===== config.mk =====
export PLATFORM = sky130hd
export DESIGN_NAME = led_matrix_row_scanner_top
export DESIGN_NICKNAME = d
export VERILOG_FILES = /design/src/rtl/lmrs_pkg.sv /design/src/rtl/lmrs_frame_store.sv /design/src/rtl/lmrs_scan_seq.sv /design/src/rtl/lmrs_out_reg.sv /design/src/rtl/led_matrix_row_scanner_top.sv
export SDC_FILE = /design/constraint.sdc
export NUM_CORES = 2
export LEC_CHECK = 0
export BUFFER_PORTS_ARGS = -buffer_cell sky130_fd_sc_hd__buf_2
export CAP_MARGIN = 20
export CORE_MARGIN = 1.5
export CORE_UTILIZATION = 25
export CTS_CLUSTER_SIZE = 20
export DETAILED_ROUTE_END_ITERATION = 7
export MAX_ROUTING_LAYER = met4
export PLACE_DENSITY_LB_ADDON = 0.1
export SYNTH_ARGS = -nofsm -noshare
export SYNTH_HDL_FRONTEND = slang
export SYNTH_SLANG_ARGS = --single-unit

===== constraint.sdc =====
create_clock -name clk_i -period 40.5 [get_ports clk_i]
set_clock_uncertainty 0.2 [all_clocks]
set_input_delay 2.025 -clock clk_i [delete_from_list [all_inputs] [get_ports clk_i]]
set_output_delay 2.025 -clock clk_i [all_outputs]
set_load 0.01 [all_outputs]

===== src/rtl/lmrs_pkg.sv =====
// ----------------------------------------------------------------------------
// lmrs_pkg
// Shared types and constants of the LED matrix row scanner: word layouts of
// the input and output channels and the per-step info passed down the pipe.
// ----------------------------------------------------------------------------
package lmrs_pkg;

  // Number of red shift-register lanes (planes)
  localparam int unsigned LANES = 4;
  localparam int unsigned BYTE_W = 8;

  // Input word kinds (carried on tuser)
  localparam logic KIND_WRITE = 1'b0;
  localparam logic KIND_TICK  = 1'b1;

  // Input tdata layout: plane, row, column_byte, pixel_byte from bit 0 up
  localparam int unsigned IN_TDATA_W = 24;
  localparam int unsigned PLANE_W    = 2;
  localparam int unsigned ROW_FLD_W  = 4;
  localparam int unsigned COL_FLD_W  = 3;
  localparam int unsigned IN_PLANE_LSB = 0;
  localparam int unsigned IN_ROW_LSB   = IN_PLANE_LSB + PLANE_W;
  localparam int unsigned IN_COL_LSB   = IN_ROW_LSB + ROW_FLD_W;
  localparam int unsigned IN_PIX_LSB   = IN_COL_LSB + COL_FLD_W;

  // Output tdata layout: lane_bits, row_address
  localparam int unsigned OUT_TDATA_W  = 8;
  localparam int unsigned LANE_BITS_W  = 4;
  localparam int unsigned ROW_ADDR_W   = 4;
  // Output tuser layout: shift_pulse, latch_pulse, blank
  localparam int unsigned OUT_TUSER_W  = 3;
  localparam int unsigned OUT_SHIFT_BIT = 0;
  localparam int unsigned OUT_LATCH_BIT = 1;
  localparam int unsigned OUT_BLANK_BIT = 2;

  // What the scan sequencer decided for one tick
  typedef struct packed {
    logic                  latch;       // latch step (else shift step)
    logic                  frame_end;   // latch step of the last row
    logic [2:0]            bit_sel;     // bit position within the byte, 0 = MSB
    logic [ROW_ADDR_W-1:0] row_address; // row select lines
  } step_info_t;

endpackage


===== src/rtl/lmrs_frame_store.sv =====
// ----------------------------------------------------------------------------
// lmrs_frame_store
// Four byte-wide plane memories sharing one write and one read address.
// One byte write and one four-lane read per cycle, read data registered.
// A clearing pass zeroes every entry after reset.
// ----------------------------------------------------------------------------
module lmrs_frame_store
  import lmrs_pkg::*;
#(
  parameter int unsigned DEPTH = 128,
  parameter int unsigned AW    = 7
) (
  input  logic                     clk_i,
  input  logic                     rst_ni,
  input  logic                     wr_en_i,
  input  logic [PLANE_W-1:0]       wr_plane_i,
  input  logic [AW-1:0]            wr_addr_i,
  input  logic [BYTE_W-1:0]        wr_data_i,
  input  logic                     rd_en_i,
  input  logic [AW-1:0]            rd_addr_i,
  output logic [LANES*BYTE_W-1:0]  rd_data_o,
  output logic                     clr_busy_o
);

  logic          clr_busy_q, clr_busy_d;
  logic [AW-1:0] clr_cnt_q, clr_cnt_d;

  // Sweep every address once after reset
  always_comb begin
    clr_busy_d = clr_busy_q;
    clr_cnt_d  = clr_cnt_q;
    if (clr_busy_q) begin
      clr_cnt_d = clr_cnt_q + AW'(1);
      if (clr_cnt_q == AW'(DEPTH - 1)) begin
        clr_busy_d = 1'b0;
      end
    end
  end

  always_ff @(posedge clk_i or negedge rst_ni) begin
    if (!rst_ni) begin
      clr_busy_q <= 1'b1;
      clr_cnt_q  <= '0;
    end else begin
      clr_busy_q <= clr_busy_d;
      clr_cnt_q  <= clr_cnt_d;
    end
  end

  // One memory per plane
  for (genvar p = 0; p < LANES; p++) begin : g_plane
    logic [BYTE_W-1:0] mem_q [DEPTH];
    logic [BYTE_W-1:0] rd_q;
    logic              we;
    logic [AW-1:0]     waddr;
    logic [BYTE_W-1:0] wdata;

    assign we    = clr_busy_q || (wr_en_i && (wr_plane_i == PLANE_W'(p)));
    assign waddr = clr_busy_q ? clr_cnt_q : wr_addr_i;
    assign wdata = clr_busy_q ? '0 : wr_data_i;

    // Write port
    always_ff @(posedge clk_i) begin
      if (we) begin
        mem_q[waddr] <= wdata;
      end
    end

    // Registered read port, holds while no read is issued
    always_ff @(posedge clk_i) begin
      if (rd_en_i) begin
        rd_q <= mem_q[rd_addr_i];
      end
    end

    assign rd_data_o[p*BYTE_W +: BYTE_W] = rd_q;
  end

  assign clr_busy_o = clr_busy_q;

endmodule


===== src/rtl/lmrs_scan_seq.sv =====
// ----------------------------------------------------------------------------
// lmrs_scan_seq
// Row/bit-step counters of the panel scan. Presents the read address and
// step info for the current tick and advances when a tick is taken.
// ----------------------------------------------------------------------------
module lmrs_scan_seq
  import lmrs_pkg::*;
#(
  parameter int unsigned ROWS      = 16,
  parameter int unsigned ROW_BYTES = 8,
  parameter int unsigned AW        = 7
) (
  input  logic          clk_i,
  input  logic          rst_ni,
  input  logic          advance_i,
  output logic [AW-1:0] rd_addr_o,
  output step_info_t    info_o
);

  localparam int unsigned STEPS = ROW_BYTES * 8;
  localparam int unsigned RW    = $clog2(ROWS);
  localparam int unsigned SW    = $clog2(STEPS + 1);

  logic [RW-1:0] scan_row_q, scan_row_d;
  logic [RW-1:0] shown_row_q, shown_row_d;
  logic [SW-1:0] bit_step_q, bit_step_d;
  logic          latch_step;
  logic [31:0]   addr_full;
  logic [31:0]   shown_ext;
  logic [31:0]   scan_ext;

  assign latch_step = (bit_step_q == SW'(STEPS));

  // Byte address of the current row and column
  assign addr_full = 32'(scan_row_q) * ROW_BYTES + 32'(bit_step_q >> 3);
  assign rd_addr_o = addr_full[AW-1:0];

  assign shown_ext = 32'(shown_row_q);
  assign scan_ext  = 32'(scan_row_q);

  // Step info: the latch step shows the row being latched
  always_comb begin
    info_o.latch       = latch_step;
    info_o.frame_end   = latch_step && (scan_row_q == RW'(ROWS - 1));
    info_o.bit_sel     = bit_step_q[2:0];
    info_o.row_address = latch_step ? scan_ext[ROW_ADDR_W-1:0]
                                    : shown_ext[ROW_ADDR_W-1:0];
  end

  // Advance the counters on a taken tick
  always_comb begin
    scan_row_d  = scan_row_q;
    shown_row_d = shown_row_q;
    bit_step_d  = bit_step_q;
    if (advance_i) begin
      if (latch_step) begin
        shown_row_d = scan_row_q;
        scan_row_d  = (scan_row_q == RW'(ROWS - 1)) ? '0 : scan_row_q + RW'(1);
        bit_step_d  = '0;
      end else begin
        bit_step_d  = bit_step_q + SW'(1);
      end
    end
  end

  always_ff @(posedge clk_i or negedge rst_ni) begin
    if (!rst_ni) begin
      scan_row_q  <= '0;
      shown_row_q <= '0;
      bit_step_q  <= '0;
    end else begin
      scan_row_q  <= scan_row_d;
      shown_row_q <= shown_row_d;
      bit_step_q  <= bit_step_d;
    end
  end

endmodule


===== src/rtl/lmrs_out_reg.sv =====
// ----------------------------------------------------------------------------
// lmrs_out_reg
// Picks the lane bits out of the four read bytes and holds the finished
// pin step in the output register until the receiver takes it.
// ----------------------------------------------------------------------------
module lmrs_out_reg
  import lmrs_pkg::*;
(
  input  logic                    clk_i,
  input  logic                    rst_ni,
  input  logic                    load_i,
  input  step_info_t              info_i,
  input  logic [LANES*BYTE_W-1:0] rd_data_i,
  output logic                    free_o,
  output logic                    m_axis_tvalid,
  input  logic                    m_axis_tready,
  output logic [OUT_TDATA_W-1:0]  m_axis_tdata,
  output logic [OUT_TUSER_W-1:0]  m_axis_tuser,
  output logic                    m_axis_tlast
);

  logic                   valid_q, valid_d;
  logic [OUT_TDATA_W-1:0] tdata_q, tdata_d;
  logic [OUT_TUSER_W-1:0] tuser_q, tuser_d;
  logic                   tlast_q, tlast_d;
  logic [LANES-1:0]       lanes;
  logic [2:0]             bit_idx;

  // MSB goes first: bit step 0 takes bit 7
  assign bit_idx = ~info_i.bit_sel;

  always_comb begin
    for (int p = 0; p < LANES; p++) begin
      lanes[p] = rd_data_i[p*BYTE_W + 32'(bit_idx)] && !info_i.latch;
    end
  end

  assign free_o = !valid_q || m_axis_tready;

  // Load a new word or drop the taken one
  always_comb begin
    valid_d = valid_q;
    tdata_d = tdata_q;
    tuser_d = tuser_q;
    tlast_d = tlast_q;
    if (load_i) begin
      valid_d = 1'b1;
      tdata_d = {info_i.row_address, lanes};
      tuser_d[OUT_SHIFT_BIT] = !info_i.latch;
      tuser_d[OUT_LATCH_BIT] = info_i.latch;
      tuser_d[OUT_BLANK_BIT] = info_i.latch;
      tlast_d = info_i.frame_end;
    end else if (m_axis_tready) begin
      valid_d = 1'b0;
    end
  end

  always_ff @(posedge clk_i or negedge rst_ni) begin
    if (!rst_ni) begin
      valid_q <= 1'b0;
    end else begin
      valid_q <= valid_d;
    end
  end

  always_ff @(posedge clk_i) begin
    tdata_q <= tdata_d;
    tuser_q <= tuser_d;
    tlast_q <= tlast_d;
  end

  assign m_axis_tvalid = valid_q;
  assign m_axis_tdata  = tdata_q;
  assign m_axis_tuser  = tuser_q;
  assign m_axis_tlast  = tlast_q;

endmodule


===== src/rtl/led_matrix_row_scanner_top.sv =====
// ----------------------------------------------------------------------------
// led_matrix_row_scanner_top
// Scan controller for a multiplexed LED panel with four red lanes.
// ----------------------------------------------------------------------------
// Usage:
//   Slave stream: tuser is the word kind. A write word stores pixel_byte at
//   (plane, row, column_byte) in the frame store; out-of-range writes are
//   dropped. A tick word produces one pin step on the master stream.
//   Each row takes ROW_BYTES*8 shift steps (lanes carry bits MSB first)
//   followed by one latch step with blank and latch pulse set; tlast marks
//   the latch step of the last row.
//   Path: a tick accepted on the slave side goes through the input register,
//   the frame store read and the output register to the master side.
//   Throughput: one word per cycle while the master side does not stall;
//   each word is either one store write or one four-lane store read.
//   Reset: counters go to row 0, step 0; then a clearing pass over all
//   ROWS*ROW_BYTES entries zeroes the frame store, tready stays low meanwhile.
//   Stall: when the master side stalls, the output register holds its word,
//   the pipe fills and tready drops; writes already taken still complete.
// ----------------------------------------------------------------------------
module led_matrix_row_scanner_top
  import lmrs_pkg::*;
#(
  parameter int unsigned ROWS      = 16,
  parameter int unsigned ROW_BYTES = 8
) (
  input  logic                   clk_i,
  input  logic                   rst_ni,
  input  logic                   s_axis_tvalid,
  output logic                   s_axis_tready,
  input  logic [IN_TDATA_W-1:0]  s_axis_tdata,  // plane, row, column_byte, pixel_byte
  input  logic                   s_axis_tuser,  // kind
  output logic                   m_axis_tvalid,
  input  logic                   m_axis_tready,
  output logic [OUT_TDATA_W-1:0] m_axis_tdata,  // lane_bits, row_address
  output logic [OUT_TUSER_W-1:0] m_axis_tuser,  // shift_pulse, latch_pulse, blank
  output logic                   m_axis_tlast   // frame_end
);

  localparam int unsigned DEPTH = ROWS * ROW_BYTES;
  localparam int unsigned AW    = $clog2(DEPTH);

  // Input register
  logic                 s1_valid_q, s1_valid_d;
  logic                 s1_kind_q;
  logic [PLANE_W-1:0]   s1_plane_q;
  logic [ROW_FLD_W-1:0] s1_row_q;
  logic [COL_FLD_W-1:0] s1_col_q;
  logic [BYTE_W-1:0]    s1_pix_q;

  // Read stage
  logic       s2_valid_q, s2_valid_d;
  step_info_t s2_info_q;

  logic                    in_fire;
  logic                    out_free;
  logic                    s2_adv, s2_free;
  logic                    tick_fire, s1_done, s1_free;
  logic                    wr_en, wr_in_range;
  logic [31:0]             wr_addr_full;
  logic [AW-1:0]           wr_addr;
  logic [AW-1:0]           rd_addr;
  step_info_t              step_info;
  logic [LANES*BYTE_W-1:0] rd_data;
  logic                    clr_busy;

  // Pipeline flow control
  assign s2_adv    = s2_valid_q && out_free;
  assign s2_free   = !s2_valid_q || out_free;
  assign tick_fire = s1_valid_q && (s1_kind_q == KIND_TICK) && s2_free;
  assign s1_done   = s1_valid_q && ((s1_kind_q == KIND_WRITE) || s2_free);
  assign s1_free   = !s1_valid_q || s1_done;

  assign s_axis_tready = !clr_busy && s1_free;
  assign in_fire       = s_axis_tvalid && s_axis_tready;

  // Frame byte write, dropped when out of range
  assign wr_in_range  = (32'(s1_row_q) < ROWS) && (32'(s1_col_q) < ROW_BYTES);
  assign wr_en        = s1_valid_q && (s1_kind_q == KIND_WRITE) && wr_in_range;
  assign wr_addr_full = 32'(s1_row_q) * ROW_BYTES + 32'(s1_col_q);
  assign wr_addr      = wr_addr_full[AW-1:0];

  // Input register control
  always_comb begin
    s1_valid_d = s1_valid_q;
    if (in_fire) begin
      s1_valid_d = 1'b1;
    end else if (s1_done) begin
      s1_valid_d = 1'b0;
    end
  end

  // Read stage control
  always_comb begin
    s2_valid_d = s2_valid_q;
    if (tick_fire) begin
      s2_valid_d = 1'b1;
    end else if (s2_adv) begin
      s2_valid_d = 1'b0;
    end
  end

  always_ff @(posedge clk_i or negedge rst_ni) begin
    if (!rst_ni) begin
      s1_valid_q <= 1'b0;
      s2_valid_q <= 1'b0;
    end else begin
      s1_valid_q <= s1_valid_d;
      s2_valid_q <= s2_valid_d;
    end
  end

  // Capture the accepted word
  always_ff @(posedge clk_i) begin
    if (in_fire) begin
      s1_kind_q  <= s_axis_tuser;
      s1_plane_q <= s_axis_tdata[IN_PLANE_LSB +: PLANE_W];
      s1_row_q   <= s_axis_tdata[IN_ROW_LSB +: ROW_FLD_W];
      s1_col_q   <= s_axis_tdata[IN_COL_LSB +: COL_FLD_W];
      s1_pix_q   <= s_axis_tdata[IN_PIX_LSB +: BYTE_W];
    end
  end

  // Hold step info alongside the store read
  always_ff @(posedge clk_i) begin
    if (tick_fire) begin
      s2_info_q <= step_info;
    end
  end

  lmrs_scan_seq #(
    .ROWS      (ROWS),
    .ROW_BYTES (ROW_BYTES),
    .AW        (AW)
  ) u_scan_seq (
    .clk_i     (clk_i),
    .rst_ni    (rst_ni),
    .advance_i (tick_fire),
    .rd_addr_o (rd_addr),
    .info_o    (step_info)
  );

  lmrs_frame_store #(
    .DEPTH (DEPTH),
    .AW    (AW)
  ) u_frame_store (
    .clk_i      (clk_i),
    .rst_ni     (rst_ni),
    .wr_en_i    (wr_en),
    .wr_plane_i (s1_plane_q),
    .wr_addr_i  (wr_addr),
    .wr_data_i  (s1_pix_q),
    .rd_en_i    (tick_fire),
    .rd_addr_i  (rd_addr),
    .rd_data_o  (rd_data),
    .clr_busy_o (clr_busy)
  );

  lmrs_out_reg u_out_reg (
    .clk_i         (clk_i),
    .rst_ni        (rst_ni),
    .load_i        (s2_adv),
    .info_i        (s2_info_q),
    .rd_data_i     (rd_data),
    .free_o        (out_free),
    .m_axis_tvalid (m_axis_tvalid),
    .m_axis_tready (m_axis_tready),
    .m_axis_tdata  (m_axis_tdata),
    .m_axis_tuser  (m_axis_tuser),
    .m_axis_tlast  (m_axis_tlast)
  );

endmodule


# ---- Word-level counts from Yosys, hierarchy flattened
# Memory sizes are Yosys's and may differ from the RTL's. A register that Yosys moved wholly into a read port is not among the register bits.
# Index checks and enable logic that the tools add are counted.
dict set report op_classes {
  n_addsub 8
  n_mul 0
  div 0
  order_cmp 4
  n_eq_ne 6
  n_shift 0
  n_mux 29
  n_bitwise 2
  reduce_logical 34
}
# cell count
set op_table {}
lappend op_table {{$lt 32x6->1 const B} 3}
lappend op_table {{$mux 1} 20}
lappend op_table {{$logic_and 1x1->1} 16}
lappend op_table {{$bmux 1 s5} 3}
lappend op_table {{$add 7x1->7 const B} 2}
lappend op_table {{$eq 7x7->1 const B} 2}
lappend op_table {{$mux 7} 2}
lappend op_table {{$add 5x3->6 const A} 2}
lappend op_table {{$logic_or 1x1->1} 8}
lappend op_table {{$mux 4} 2}
lappend op_table {{$mux 8} 1}
lappend op_table {{$add 7x3->7} 1}
lappend op_table {{$add 7x4->7} 1}
lappend op_table {{$lt 3x6->1 const B} 1}
lappend op_table {{$reduce_bool 2->1} 3}
lappend op_table {{$add 4x3->5 const A} 1}
lappend op_table {{$logic_not 1->1} 5}
lappend op_table {{$add 4x1->4 const B} 1}
lappend op_table {{$eq 2x2->1 const B} 2}
lappend op_table {{$eq 4x4->1 const B} 1}
lappend op_table {{$bmux 1 s3} 1}
lappend op_table {{$not 3->3} 1}
lappend op_table {{$eq 2x1->1 const B} 1}
lappend op_table {{$logic_not 2->1} 1}
lappend op_table {{2 further kinds} 2}
dict set report word_totals {
  reg_bits 64
  latchBits 0
  mem_bits_rw 4096
  romBits 0
  input_bits 29
  output_inout_bits 14
  wordCells 107
  memories 4
}
# name words width read_ports rd_ports_with_merged_regs write_ports line_no
set memory_table {}
lappend memory_table {{u_frame_store.g_plane[0].mem_q} 128 8 1 1 1 lmrs_frame_store.sv:52} ;# logic [BYTE_W-1:0] mem_q [DEPTH];
lappend memory_table {{u_frame_store.g_plane[1].mem_q} 128 8 1 1 1 lmrs_frame_store.sv:52}
lappend memory_table {{u_frame_store.g_plane[2].mem_q} 128 8 1 1 1 lmrs_frame_store.sv:52}
lappend memory_table {{u_frame_store.g_plane[3].mem_q} 128 8 1 1 1 lmrs_frame_store.sv:52}

# ---- Depth between registers and ports, before layout
dict set report depth {
  depth_word 9
  mapped_depth 11
  depth_no_buf 8
}

# ---- Cells and area by module
# Synthesis repeated with hierarchy kept, for this count alone.
dict set report hier_totals {
  hier_cells 6703
  hier_area_um2 161441.1
}
# mod instances cells_each area_each_um2 seq_area_each_um2
set modules_own_cells {}
lappend modules_own_cells {lmrs_frame_store 1 6550 158996.2 124160.3}
lappend modules_own_cells {led_matrix_row_scanner_top 1 41 922.1 860.8}
lappend modules_own_cells {lmrs_scan_seq 1 77 880.8 375.4}
lappend modules_own_cells {lmrs_out_reg 1 35 641.9 355.3}

# ---- Least setup slack after synthesis
# OpenSTA, ideal clock, no wires.
dict set report synth_path {
  kind {register to register}
  from {register u_frame_store.clr_busy_q, in the netlist u_frame_store.clr_busy_o}
  to {memory u_frame_store.g_plane[0].mem_q[0][0] (data pin)}
  setup_ns 2.723
  t_arrival_ns 13.536
  t_required_ns 37.577
  setup_slack_ns 24.041
  stages_incl_launch_ff 6
  n_path_buf 4
  period_less_slack_ns 16.459
  cell_sequence {dfstp_2 > clkbuf_1 > clkbuf_1 > clkbuf_1 > buf_1 > nor2b_1}
}
dict set report synth_via {
  elab_chain_cells 1
}
# item line_no
set synth_lines {}
lappend synth_lines {{start: declaration} lmrs_frame_store.sv:25} ;# logic clr_busy_q, clr_busy_d;
lappend synth_lines {{start signal: assignment} lmrs_frame_store.sv:45} ;# clr_busy_q <= clr_busy_d;
lappend synth_lines {{$mux 8} lmrs_frame_store.sv:60} ;# assign wdata = clr_busy_q ? '0 : wr_data_i;
lappend synth_lines {{via u_frame_store.g_plane[0].wdata[0]} lmrs_frame_store.sv:56} ;# logic [BYTE_W-1:0] wdata;
lappend synth_lines {{end: declaration} lmrs_frame_store.sv:52}
# The timed path passes the listed nets, and every way through them passes these cells.

# ---- Final worst setup path
dict set report layout_path {
  from {register u_scan_seq.bit_step_q[3]}
  to {register u_frame_store.g_plane[3].rd_q[3] (read register of u_frame_store.g_plane[3].mem_q) (data pin)}
}
dict set report layout_via {
  elab_chain_cells 1
}
# item line_no
set layout_lines {}
lappend layout_lines {{start: declaration} lmrs_scan_seq.sv:26} ;# logic [SW-1:0] bit_step_q, bit_step_d;
lappend layout_lines {{start signal: assignment} lmrs_scan_seq.sv:74} ;# bit_step_q <= bit_step_d;
lappend layout_lines {{$add 7x4->7} lmrs_scan_seq.sv:35} ;# assign addr_full = 32'(scan_row_q) * ROW_BYTES + 32'(bit_step_q >> 3);
lappend layout_lines {{end: declaration} lmrs_frame_store.sv:53} ;# logic [BYTE_W-1:0] rd_q;
# No other way between the ends.
# A chain may end at the register's enable or synchronous reset.

==> impl_results.md <==
* Status: finished clean
* Startpoint types: flip-flop
* Cell taking the most area after synthesis: edfxtp_1
* P_int at 8.445 mW
* Period utilisation layout at 17.43%
* Crit-path cells: buf_4, buf_4, buf_4, buf_4, buf_4, mux4_2, mux4_2, mux4_2, nor2_1, nor3_1
* Final Hold Viols at 0
* Peak VDD IR at 61.02 uV
* DRT iter0 DRCs at 7285
* # DRC at 0
* Multi-input gate area at 34920 um2
* Pre-antenna DRT Iters at 5
* Number of global-route vias before repair at 81920
* Relative slew slack at 8.827%
* Sequential power share at 39.9%
* Post-synth top cells: edfxtp_1, mux4_2, nor2_1
* Post-layout min period at 7.061 ns
* Quantity of gates resized following cts at 0
* CTS Hold Bufs at 0
* Syn Nets at 7528
* Critical path data arrival time at 7.62 ns
* Top post-synthesis cells by area: edfxtp_1, mux4_2, nor2_1
* Setup_tns at 0 ns
* Routed wire length at 533400 um
* Post-route ant nets at 0
* Ys flop type: edfxtp_1
* Hpwl dp at 317800 um
* Register area share after synthesis at 77.27%
* Setup ws final at 33.44 ns
* Critical path data required time at 41.06 ns
* RSZ-0062 raised after global routing: false
* Pre-CTS WS at 33.09 ns
* Max-cap viol count at 0
* Skew-Pair Late Insertion Delay at 1.06 ns
* Sink Count at 4192
* Most frequent cell after synthesis: edfxtp_1
* Design area at 188800 um2
* Post-synthesis cell count at 7493
* Clk pwr share at 34.7%
* Die H at 809.8 um
* Switching share of power at 30.23%
* Share of layout cells above drive strength 1 at 26.17%
* Final Max Slew Viols at 0
* CTS tree: done
* Vias per Instance at 4.615
* H-tree depth at 5
* Hold Path Class: flip-flop to flip-flop
* Largest net degree at the start of global routing at 180
* Cell Pwr Density at 64.13 nW/um2
* Crit Path Class: flip-flop to flip-flop
* Critical path's largest stage delay at 0.88 ns
* Die footprint at 655800 um2
* Min Hold Slack at 0.2363 ns
* Fmax achieved at 141.6 MHz
* Placer Congestion at 0.7414
* Grt ovf at 0
* Fin cells at 16840
* First-pass GRT wire length at 726700 um
* Placed cell area at 173700 um2
* DP Cell Count at 15950
* Number of fill cells in the layout at 63250
* Count of cell types in the netlist at 68
* Core area at 649200 um2
* Area delta synth->final at 15.99%
* Post-CTS Setup Bufs at 0
* Clock Root Buffer: clkbuf_16
* Pleak at 57.37 nW
* Routed vias at 77710
* NetSw at 3.659 mW
* Gr usage total at 16.39%
* Asr flop ratio synth at 0.6202%
* Average size of a mapped cell at 21.72 um2
* Worst-margin pin slew at 1.333 ns
* FF/Latch Area at 125800 um2
* Syn Std Cell Area at 162700 um2
* Maximum buffer depth of the clock tree at 4
* Worst path slowest cell: dfrtp_4
* Final #Nets at 7829
* Die X at 809.8 um
* Wire per inst at 31.67 um
* Number of synthesized register bits at 4192
* Post-synth EDFFs at 4166
* Num rows at 296
* Synth top area share at 76.87%
* Ports at 43
* TritonCTS buffer count at 473
* PortBufs at 35
* Antenna violations before repair at 38
* Comb pwr share at 25.4%
* CP Capture Type: flip-flop
* YS warnings at 0
* Starting density of the core at 25.07%
* Clk slew on worst S/H paths at 0.06 ns
* Worst path most repeated cell: buf_4
* Final Setup Violations at 0
* Worst-path fanout max at 37
-- power groups by stage --
| stage | sequential (mW) | clock (mW) | combinational (mW) |
|---|---|---|---|
| 4_1_cts | 4.83 | 4.32 | 3.20 |
| 3_5_place_dp | 4.93 | 0 | 3.19 |
| 5_1_grt | 4.83 | 4.47 | 3.27 |
| 3_3_place_gp | 4.92 | 0 | 3.19 |
| 2_1_floorplan | 4.95 | 0 | 1.97 |
| 6_report | 4.83 | 4.20 | 3.07 |
-- registers in the layout, indices dropped and copies added (netlist names), 7 cells and up --
register and count:
u_frame_store.g_plane.rd_q 32, u_frame_store.clr_cnt_q 7, u_scan_seq.bit_step_q 7, u_frame_store.g_plane.mem_q 4096
u_out_reg.m_axis_tdata 8, s2_info_q 9, s1_pix_q 8
-- layer usage --
layer | share of wire [%] | vias to the layer above | GRT usage (%)
li1 | - | 31890 | -
met1 | 45 | 43280 | 22.34
met2 | 48 | 1932 | 26.30
met3 | 4.8 | 601 | 2.481
met4 | 2.0 | 0 | 3.051
met5 | 0 | - | -
-- stage by stage --
step	power [mW]	utilization, %
finish	12.10	29.07
global route	12.57	29.07
CTS	12.35	29.05
detailed placement	8.113	26.75
global placement	8.111	26.73
floorplan	6.916	-
-- final cells by class --
class	count	area share, %
inverter	16	0.04839
timing repair buffer	276	1.187
multi-input combinational	2835	18.50
antenna	12	0.01591
sequential	4192	66.63
clock inverter	271	1.274
tap	8642	5.729
clock buffer	595	6.620
-- worst max-delay path, delay by kind of cell (launching register included) --
family                 cells  cell delay, ns
DFF                        1            0.88
buffers and inverters      5            3.53
and+or+nand+nor            2            0.21
muxes                      3            1.71
-- cells by family after synthesis --
kind of cell / after synthesis / share of synthesized area, %
adder cells (fa/ha/maj): 6 / 0.04613
AO/OA/AOI/OAI: 337 / 1.448
flip-flops: 4192 / 77.27
multiplexers: 1327 / 16.88
buffers and inverters: 466 / 1.442
XOR/XNOR: 14 / 0.07534
AND/OR/NAND/NOR: 1151 / 2.840
-- worst paths after layout --
| kind | startpoint | end | slack [ns] | cells past startpoint |
|---|---|---|---|---|
| setup / recovery | u_scan_seq.bit_step_q[3] | u_frame_store.g_plane[3].rd_q[3] | 33.44 | 10 |
| hold / removal | s2_info_q[0] | u_out_reg.m_axis_tdata[4] | 0.24 | 0 |
| setup reg to reg | u_scan_seq.bit_step_q[3] | u_frame_store.g_plane[3].rd_q[3] | 33.44 | 10 |
| hold reg to reg | s2_info_q[0] | u_out_reg.m_axis_tdata[4] | 0.24 | 0 |
| max in group asynchronous | rst_ni | u_scan_seq.bit_step_q[4] | 38.67 | 1 |
| min in group asynchronous | rst_ni | u_out_reg.m_axis_tvalid | 0.85 | 1 |
-- placed cells by master (no fill, tap or decap), types with 26 or more instances in the layout --
| master | netlist | layout |
|---|---|---|
| edfxtp_1 | 4166 | 4166 |
| mux4_2 | 1129 | 1129 |
| nor2_1 | 599 | 587 |
| clkbuf_16 | 0 | 482 |
| nand2_1 | 401 | 377 |
| buf_4 | 87 | 215 |
| mux2i_1 | 154 | 153 |
| clkinv_1 | 1 | 127 |
| clkbuf_1 | 159 | 112 |
| clkinv_2 | 0 | 68 |
| o22ai_1 | 48 | 48 |
| nand3_1 | 45 | 45 |
| mux2_2 | 39 | 39 |
| bufinv_16 | 0 | 37 |
| buf_2 | 139 | 35 |
| o21ai_0 | 34 | 34 |
| a31oi_1 | 34 | 34 |
| a32oi_1 | 33 | 33 |
| a21oi_1 | 31 | 31 |
| o21ai_1 | 27 | 27 |
| and3_1 | 26 | 26 |
Note: power is estimated with default switching activity, not from simulation.
